### src/rtl/tlvp_pkg.sv
package tlvp_pkg;

  localparam int ByteW = 8;
  localparam int CountW = 7;
  localparam int WordW = 32;
  localparam int SizeW = 2;
  localparam int WordIdxW = 6;

  localparam logic [CountW-1:0] HeaderReset = 7'd9;
  localparam logic [CountW-1:0] CountMax = 7'd127;
  localparam logic [ByteW-1:0] LenMask = 8'h3F;

  // size codes of the size/length byte
  localparam logic [SizeW-1:0] SzByte = 2'd0;
  localparam logic [SizeW-1:0] SzHalf = 2'd1;

  typedef struct packed {
    logic [ByteW-1:0] byte_value;
    logic             frame_end;
  } beat_t;

  typedef struct packed {
    logic [CountW-1:0]   element_index;
    logic [ByteW-1:0]    element_id;
    logic [SizeW-1:0]    word_size;
    logic [WordIdxW-1:0] word_index;
    logic [WordW-1:0]    word_value;
    logic                last_word;
    logic                status;
  } result_t;

  // handshake between the parse stage and the output register
  typedef struct packed {
    logic advance;
  } step_ctl_t;

endpackage

### src/rtl/tlvp_if.sv
interface tlvp_in_if;
  logic                      valid;
  logic                      ready;
  logic [tlvp_pkg::ByteW-1:0] byte_value;
  logic                      frame_end;

  modport source (output valid, output byte_value, output frame_end, input ready);
  modport sink (input valid, input byte_value, input frame_end, output ready);
endinterface

interface tlvp_out_if;
  logic                         valid;
  logic                         ready;
  logic [tlvp_pkg::CountW-1:0]   element_index;
  logic [tlvp_pkg::ByteW-1:0]    element_id;
  logic [tlvp_pkg::SizeW-1:0]    word_size;
  logic [tlvp_pkg::WordIdxW-1:0] word_index;
  logic [tlvp_pkg::WordW-1:0]    word_value;
  logic                         last_word;
  logic                         status;

  modport source (output valid, output element_index, output element_id, output word_size,
                  output word_index, output word_value, output last_word, output status,
                  input ready);
  modport sink (input valid, input element_index, input element_id, input word_size,
                input word_index, input word_value, input last_word, input status,
                output ready);
endinterface

interface tlvp_cfg_if;
  logic                        valid;
  logic                        ready;
  logic [tlvp_pkg::CountW-1:0] header_bytes;

  modport source (output valid, output header_bytes, input ready);
  modport sink (input valid, input header_bytes, output ready);
endinterface

### src/rtl/tlvp_in_reg.sv
module tlvp_in_reg (
  input  logic              clk,
  input  logic              rst,
  tlvp_in_if.sink           frame,
  input  logic              advance,
  output logic              beat_valid,
  output tlvp_pkg::beat_t   beat
);

  logic valid;

  assign frame.ready = !valid || advance;
  assign beat_valid = valid;

  always_ff @(posedge clk) begin
    if (rst) begin
      valid <= 1'b0;
    end else if (frame.ready) begin
      valid <= frame.valid;
    end
  end

  always_ff @(posedge clk) begin
    if (frame.valid && frame.ready) begin
      beat.byte_value <= frame.byte_value;
      beat.frame_end <= frame.frame_end;
    end
  end

endmodule

### src/rtl/tlvp_step.sv
module tlvp_step (
  input  logic                        clk,
  input  logic                        rst,
  input  logic [tlvp_pkg::CountW-1:0] header_bytes,
  input  tlvp_pkg::beat_t             beat,
  input  logic                        advance,
  output logic                        res_valid,
  output tlvp_pkg::result_t           res
);

  typedef enum logic [1:0] {
    PH_HEADER,
    PH_ID,
    PH_SIZE,
    PH_DATA
  } phase_t;

  phase_t                          phase, phase_next;
  logic [tlvp_pkg::CountW-1:0]     skip_count, skip_count_next;
  logic [tlvp_pkg::ByteW-1:0]      current_id, current_id_next;
  logic [tlvp_pkg::SizeW-1:0]      current_size, current_size_next;
  logic [tlvp_pkg::CountW-1:0]     words_left, words_left_next;
  logic [tlvp_pkg::WordIdxW-1:0]   word_position, word_position_next;
  logic [1:0]                      byte_in_word, byte_in_word_next;
  logic [tlvp_pkg::WordW-1:0]      word_accumulator, word_accumulator_next;
  logic [tlvp_pkg::CountW-1:0]     element_count, element_count_next;
  logic [tlvp_pkg::WordW-1:0]      acc_shift;
  logic                            word_done;
  logic                            take_id;
  logic                            is_last;

  always_comb begin
    acc_shift = {word_accumulator[tlvp_pkg::WordW-tlvp_pkg::ByteW-1:0], beat.byte_value};
    case (current_size)
      tlvp_pkg::SzByte: word_done = 1'b1;
      tlvp_pkg::SzHalf: word_done = (byte_in_word == 2'd1);
      default:          word_done = (byte_in_word == 2'd3);
    endcase
    is_last = (words_left <= 7'd1);
    take_id = (phase == PH_ID) || (phase == PH_HEADER && !(skip_count < header_bytes));

    phase_next = phase;
    skip_count_next = skip_count;
    current_id_next = current_id;
    current_size_next = current_size;
    words_left_next = words_left;
    word_position_next = word_position;
    byte_in_word_next = byte_in_word;
    word_accumulator_next = word_accumulator;
    element_count_next = element_count;
    res_valid = 1'b0;
    res = '0;

    if (take_id) begin
      current_id_next = beat.byte_value;
      current_size_next = tlvp_pkg::SzByte;
      phase_next = PH_SIZE;
    end else if (phase == PH_HEADER) begin
      skip_count_next = skip_count + 7'd1;
    end else if (phase == PH_SIZE) begin
      current_size_next = beat.byte_value[7:6];
      words_left_next = {1'b0, beat.byte_value[5:0] & tlvp_pkg::LenMask[5:0]} + 7'd1;
      word_position_next = '0;
      byte_in_word_next = '0;
      word_accumulator_next = '0;
      phase_next = PH_DATA;
    end else begin
      if (word_done) begin
        res_valid = 1'b1;
        res.element_index = element_count;
        res.element_id = current_id;
        res.word_size = current_size;
        res.word_index = word_position;
        res.word_value = acc_shift;
        res.last_word = is_last;
        res.status = 1'b0;
        byte_in_word_next = '0;
        word_accumulator_next = '0;
        word_position_next = word_position + 6'd1;
        words_left_next = (words_left != '0) ? words_left - 7'd1 : '0;
        if (is_last) begin
          phase_next = PH_ID;
          if (element_count < tlvp_pkg::CountMax) begin
            element_count_next = element_count + 7'd1;
          end
        end
      end else begin
        byte_in_word_next = byte_in_word + 2'd1;
        word_accumulator_next = acc_shift;
      end
    end

    if (beat.frame_end) begin
      if (res_valid) begin
        // frame cut right after a word that was not the last one
        if (phase_next == PH_DATA) res.status = 1'b1;
      end else if (phase_next == PH_SIZE || phase_next == PH_DATA) begin
        res_valid = 1'b1;
        res.element_index = element_count_next;
        res.element_id = current_id_next;
        res.word_size = (phase_next == PH_DATA) ? current_size_next : tlvp_pkg::SzByte;
        res.word_index = (phase_next == PH_DATA) ? word_position_next : '0;
        res.word_value = (phase_next == PH_DATA) ? word_accumulator_next : '0;
        res.last_word = 1'b0;
        res.status = 1'b1;
      end
      phase_next = PH_HEADER;
      skip_count_next = '0;
      element_count_next = '0;
      words_left_next = '0;
      word_position_next = '0;
      byte_in_word_next = '0;
      word_accumulator_next = '0;
    end
  end

  always_ff @(posedge clk) begin
    if (rst) begin
      phase <= PH_HEADER;
      skip_count <= '0;
      current_id <= '0;
      current_size <= '0;
      words_left <= '0;
      word_position <= '0;
      byte_in_word <= '0;
      word_accumulator <= '0;
      element_count <= '0;
    end else if (advance) begin
      phase <= phase_next;
      skip_count <= skip_count_next;
      current_id <= current_id_next;
      current_size <= current_size_next;
      words_left <= words_left_next;
      word_position <= word_position_next;
      byte_in_word <= byte_in_word_next;
      word_accumulator <= word_accumulator_next;
      element_count <= element_count_next;
    end
  end

endmodule

### src/rtl/tlvp_out_reg.sv
module tlvp_out_reg (
  input  logic                clk,
  input  logic                rst,
  input  logic                beat_valid,
  input  logic                res_valid,
  input  tlvp_pkg::result_t   res,
  output tlvp_pkg::step_ctl_t ctl,
  tlvp_out_if.source          result
);

  logic              valid;
  tlvp_pkg::result_t data;
  logic              space;
  logic              load;

  // a beat that yields no result never waits on the output side
  assign space = !valid || result.ready;
  assign ctl.advance = beat_valid && (!res_valid || space);
  assign load = ctl.advance && res_valid;

  always_ff @(posedge clk) begin
    if (rst) begin
      valid <= 1'b0;
    end else if (load) begin
      valid <= 1'b1;
    end else if (result.ready) begin
      valid <= 1'b0;
    end
  end

  always_ff @(posedge clk) begin
    if (load) begin
      data <= res;
    end
  end

  assign result.valid = valid;
  assign result.element_index = data.element_index;
  assign result.element_id = data.element_id;
  assign result.word_size = data.word_size;
  assign result.word_index = data.word_index;
  assign result.word_value = data.word_value;
  assign result.last_word = data.last_word;
  assign result.status = data.status;

endmodule

### src/rtl/tlv_payload_parser.sv
// byte-serial parser for received frames made of a mac header and tlv elements.
// frame: one byte per beat, frame_end high on the last byte of each frame.
// result: one beat per completed data word (element index, id, size code,
//   word index, big-endian value, last_word); status 1 marks a frame that
//   ended inside an element, carrying the partial word.
// cfg: header_bytes, the number of header bytes skipped at the start of
//   every frame; always ready, write it only while the parser is idle.
// path: a byte that completes a word passes the input register, then the
//   result register, on its way from frame to result.
// throughput: one byte per cycle while result is not stalled; the per-byte
//   state update is a single level of logic between input and result register.
// reset: header_bytes returns to 9 and parsing restarts in header skip.
// a stalled result holds; frame keeps taking bytes until a byte that yields
//   a result meets a full result register, and bytes with no result pass on.
module tlv_payload_parser (
  input  logic       clk,
  input  logic       rst,
  tlvp_in_if.sink    frame,
  tlvp_out_if.source result,
  tlvp_cfg_if.sink   cfg
);

  logic [tlvp_pkg::CountW-1:0] header_bytes;
  logic                        beat_valid;
  tlvp_pkg::beat_t             beat;
  tlvp_pkg::step_ctl_t         ctl;
  tlvp_pkg::result_t           res;
  logic                        res_valid;

  assign cfg.ready = 1'b1;

  always_ff @(posedge clk) begin
    if (rst) begin
      header_bytes <= tlvp_pkg::HeaderReset;
    end else if (cfg.valid && cfg.ready) begin
      header_bytes <= cfg.header_bytes;
    end
  end

  tlvp_in_reg u_in_reg (
    .clk        (clk),
    .rst        (rst),
    .frame      (frame),
    .advance    (ctl.advance),
    .beat_valid (beat_valid),
    .beat       (beat)
  );

  tlvp_step u_step (
    .clk          (clk),
    .rst          (rst),
    .header_bytes (header_bytes),
    .beat         (beat),
    .advance      (ctl.advance),
    .res_valid    (res_valid),
    .res          (res)
  );

  tlvp_out_reg u_out_reg (
    .clk        (clk),
    .rst        (rst),
    .beat_valid (beat_valid),
    .res_valid  (res_valid),
    .res        (res),
    .ctl        (ctl),
    .result     (result)
  );

endmodule
### src/flat_wrapper.sv
// flat-port wrapper written by rule: the top's interface ports become plain ports
module tlv_payload_parser_flat 
  (clk, rst, frame_valid, frame_byte_value, frame_frame_end, frame_ready, result_valid, result_element_index, result_element_id, result_word_size, result_word_index, result_word_value, result_last_word, result_status, result_ready, cfg_valid, cfg_header_bytes, cfg_ready);
  tlvp_in_if frame_i ();
  tlvp_out_if result_i ();
  tlvp_cfg_if cfg_i ();
  input  logic clk;
  input  logic rst;
  input wire logic [$bits(frame_i.valid)-1:0] frame_valid;
  input wire logic [$bits(frame_i.byte_value)-1:0] frame_byte_value;
  input wire logic [$bits(frame_i.frame_end)-1:0] frame_frame_end;
  output wire logic [$bits(frame_i.ready)-1:0] frame_ready;
  output wire logic [$bits(result_i.valid)-1:0] result_valid;
  output wire logic [$bits(result_i.element_index)-1:0] result_element_index;
  output wire logic [$bits(result_i.element_id)-1:0] result_element_id;
  output wire logic [$bits(result_i.word_size)-1:0] result_word_size;
  output wire logic [$bits(result_i.word_index)-1:0] result_word_index;
  output wire logic [$bits(result_i.word_value)-1:0] result_word_value;
  output wire logic [$bits(result_i.last_word)-1:0] result_last_word;
  output wire logic [$bits(result_i.status)-1:0] result_status;
  input wire logic [$bits(result_i.ready)-1:0] result_ready;
  input wire logic [$bits(cfg_i.valid)-1:0] cfg_valid;
  input wire logic [$bits(cfg_i.header_bytes)-1:0] cfg_header_bytes;
  output wire logic [$bits(cfg_i.ready)-1:0] cfg_ready;
  assign frame_i.valid = frame_valid;
  assign frame_i.byte_value = frame_byte_value;
  assign frame_i.frame_end = frame_frame_end;
  assign frame_ready = frame_i.ready;
  assign result_valid = result_i.valid;
  assign result_element_index = result_i.element_index;
  assign result_element_id = result_i.element_id;
  assign result_word_size = result_i.word_size;
  assign result_word_index = result_i.word_index;
  assign result_word_value = result_i.word_value;
  assign result_last_word = result_i.last_word;
  assign result_status = result_i.status;
  assign result_i.ready = result_ready;
  assign cfg_i.valid = cfg_valid;
  assign cfg_i.header_bytes = cfg_header_bytes;
  assign cfg_ready = cfg_i.ready;
  tlv_payload_parser u_core (.clk(clk), .rst(rst), .frame(frame_i), .result(result_i), .cfg(cfg_i));
endmodule
### config.mk
export PLATFORM = sky130hd
export DESIGN_NAME = tlv_payload_parser_flat
export DESIGN_NICKNAME = d
export VERILOG_FILES = /design/src/rtl/tlvp_pkg.sv /design/src/rtl/tlvp_if.sv /design/src/rtl/tlvp_in_reg.sv /design/src/rtl/tlvp_step.sv /design/src/rtl/tlvp_out_reg.sv /design/src/rtl/tlv_payload_parser.sv /design/src/flat_wrapper.sv
export SDC_FILE = /design/constraint.sdc
export NUM_CORES = 1
export LEC_CHECK = 0
export BUFFER_PORTS_ARGS = -buffer_cell sky130_fd_sc_hd__buf_4
export CAP_MARGIN = 10
export CORE_ASPECT_RATIO = 0.9
export CORE_MARGIN = 2
export CORE_UTILIZATION = 46
export DETAILED_ROUTE_END_ITERATION = 10
export PLACE_DENSITY = 0.66
export SLEW_MARGIN = 20
export SYNTH_ARGS = -nofsm -noshare
export SYNTH_HDL_FRONTEND = slang
export SYNTH_SLANG_ARGS = --single-unit
### constraint.sdc
create_clock -name clk -period 4.84 [get_ports clk]
set_input_delay 0.484 -clock clk [delete_from_list [all_inputs] [get_ports clk]]
set_output_delay 0.484 -clock clk [all_outputs]
set_load 0.005 [all_outputs]
==> run metrics <==
status=complete, no violations; slew margin rel.=39.6%; DRT antenna net count=0; unique cell type count in the Yosys netlist=63; sequential share of the synthesized area=59.0%; max-cap violations=0; initial antenna violation count=0; Syn Nets=545; Synth area leaders=edfxtp_1, dfxtp_1, a22o_1; initial drt markers=268; Slew Viols, Final=0; Setup violations, final=0; ys async rst share=0%; Synth top cells by count=dfxtp_1, edfxtp_1, a22o_1, and2_1, nor2_1; Crit. path cell count=5; Setup crit end kind=output port; synthesis-stage register bit count=between 100 and 150; Initial Util=46.7%; met3 WL=901 um; number of fill cells in the layout=between 1000 and 1500; Hold Path Depth=1; P_leak=2.82 nW; post-detail-place hpwl=8.52 mm; DRT Wirelength=12.7 mm; Syn-to-layout area delta=22.3%; area of the mapped netlist=5870 sq um; CTS root buf=clkbuf_16; clock-pin slew on the worst setup and hold paths=0.06 ns; first-pass GRT wire length=between 20 and 25 mm; clk_skew=around 0.0067 ns; Cells after Synth=approximately 500; CTS tree=yes; Primary FF master, synth=dfxtp_1; routed vias/inst=~5.5; Worst VDD drop=roughly 0.23 mV; CP Data Arrival Time=2.83 ns; RSZ-0062 raised after global routing=no; Port Buffer Count=between 70 and 80; Final Core Density=a little under three fifths; Most Frequent Cell on Critical Path=a21oi_2; H-tree depth=4; GRT Util Overall=about a fifth; Critical Path Max Stage Delay=roughly 0.72 ns; Post-synth EDFFs=66; Warnings, synthesis=0; WL met1=5.91 mm; Worst path slowest cell=edfxtp_1; Final Net Count=approximately 620; Tightest Hold Check Type=input pin to flip-flop; post-synth top area share=about a third; R2R cell count=5; CP Max Fanout=14; # IOs=81; Period Utilization, post-route=~69%; DRC errors left=0; hold_ws=0.238 ns; pin count of the biggest net entering global routing=38; row count=39; setup_tns=0 ns; Bufs and invs on worst path=2; crit path kind=flip-flop to output port; grt ovf=0; die width=123 um; # resized after CTS=0; TritonCTS Buffers=17; CTS Buffer Depth=2; Core ar.=about 13000 sq um; minimum clock period=3.32 ns; post-DR wirelength/cell=~17 um; die height=111 um; post-synth top area cell=edfxtp_1; Final Hold Viols=0; number of global-route vias before repair=3906; highest metal used=met4; number of setup buffers added after CTS=0; cells along the critical path=clkinv_1 > a21oi_2 > a21oi_2 > nand3b_1 > buf_4; Mapped Avg Cell Area=11.5 sq um; met2 wire length=about 5.6 mm; antenna diode count=0; CP top delay family=compound AO/OA/AOI/OAI gates; Worst setup SP type=flip-flop; Worst Path Required=4.36 ns; Max Fclk=302 MHz; via count=roughly 4200; quantity of hold-fixing buffers added after cts=0; clk_lat worst skew=approximately 0.42 ns; power density over cell area=about 360 nW/um^2; CTS sink cnt=140; top-count cell post-synth=dfxtp_1; layout cell share with drive strength beyond 1=21.8%; Worst Tran Pin Value=~0.90 ns; die area=13700 sq um; GP Congestion=0.893; TritonRoute pass-1 iters=5
## per-layer routing
metal,GRT usage (%),vias to the layer above
met3,5.14,21
li1,-,2050
met1,27.7,1983
met4,8.33,0
met5,0,-
met2,27.6,168
## registers in the layout, summed over array words and instances (netlist names), 2 cells and up
register	flops
u_core.u_out_reg.result.word_index	6
u_core.u_step.skip_count	7
u_core.u_step.word_accumulator	24
u_core.u_step.byte_in_word	2
u_core.u_out_reg.result.element_index	7
u_core.u_step.word_position	6
u_core.u_step.current_id	8
u_core.u_step.element_count	7
u_core.u_step.phase	2
u_core.u_out_reg.result.word_size	2
u_core.u_out_reg.result.element_id	8
u_core.header_bytes	7
u_core.u_step.words_left	7
u_core.u_step.current_size	2
u_core.u_in_reg.beat	9
u_core.u_out_reg.result.word_value	32
## power by group
part           switching, W  internal, W  leakage (nW)
logic             0.0000413    0.0000288          1.30
registers         0.0000173      0.00124          1.25
clock network      0.000497     0.000724         0.265
total              0.000556      0.00200          2.82
## path summary, 6_finish.rpt
| path | start | to | slack, ns |
|---|---|---|---|
| setup / recovery | u_core.u_in_reg.beat[0] | frame_ready | 1.52 |
| hold / removal | frame_byte_value[1] | u_core.u_in_reg.beat[2] | 0.24 |
| hold reg to reg | u_core.u_step.word_accumulator[19] | u_core.u_step.word_accumulator[19] | 0.47 |
| setup reg to reg | u_core.u_in_reg.beat[0] | u_core.u_out_reg.result.word_value[9] | 1.79 |
## worst reg2reg max path: cells and delay by family, from the launching register on
kind | cells | cell delay, ns
and+or+nand+nor | 1 | 0.40
AOI/OAI and AO/OA | 2 | 0.79
buffers and inverters | 2 | 0.80
DFF | 1 | 0.72
## placed cells by master (no fill, tap or decap), types with 9 or more instances in the layout
master	instances
dfxtp_1	74
and3_1	11
nand3_1	15
nand2_1	25
xor2_1	9
nor2_1	35
clkbuf_16	17
buf_4	82
o21ai_0	14
edfxtp_1	66
a21oi_1	19
ha_1	14
mux2i_1	14
a22o_1	39
and2_1	39
inv_1	14
## cells by family after synthesis
group | share of synthesized area [%]
AOI/OAI and AO/OA | 15.4
xor gates and xnor gates | 1.94
adders and majority gates | 2.98
buffers and inverters | 2.73
DFF | 59.0
other | 0.0638
muxes | 2.77
and+or+nand+nor | 15.2
## final cells by class
cell class / instances / area (sq um) / share of cell area, %
clock buffers: 20 / 447 / 6.22
clock inverters: 12 / 118 / 1.64
inverters: 17 / 63.8 / 0.888
multi-input cells: 330 / 2270 / 31.6
flip-flops and latches: 140 / 3460 / 48.2
well taps: 164 / 205 / 2.86
repair buffers: 82 / 616 / 8.57
## metrics by stage
| stage | instances | power (W) | instance area, sq um | worst slack (ns) |
|---|---|---|---|---|
| 3_3_place_gp | 733 | 0.00135 | 6610 | 1.87 |
| 6_report | 765 | 0.00255 | 7190 | 1.52 |
| 3_5_place_dp | 733 | 0.00135 | 6610 | 1.80 |
| 2_1_floorplan | 510 | 0.00132 | 5870 | 0.396 |
| 5_1_grt | 765 | 0.00263 | 7190 | 1.37 |
| 4_1_cts | 765 | 0.00257 | 7170 | 1.52 |
No activity file was read; power rests on OpenSTA's default activity.
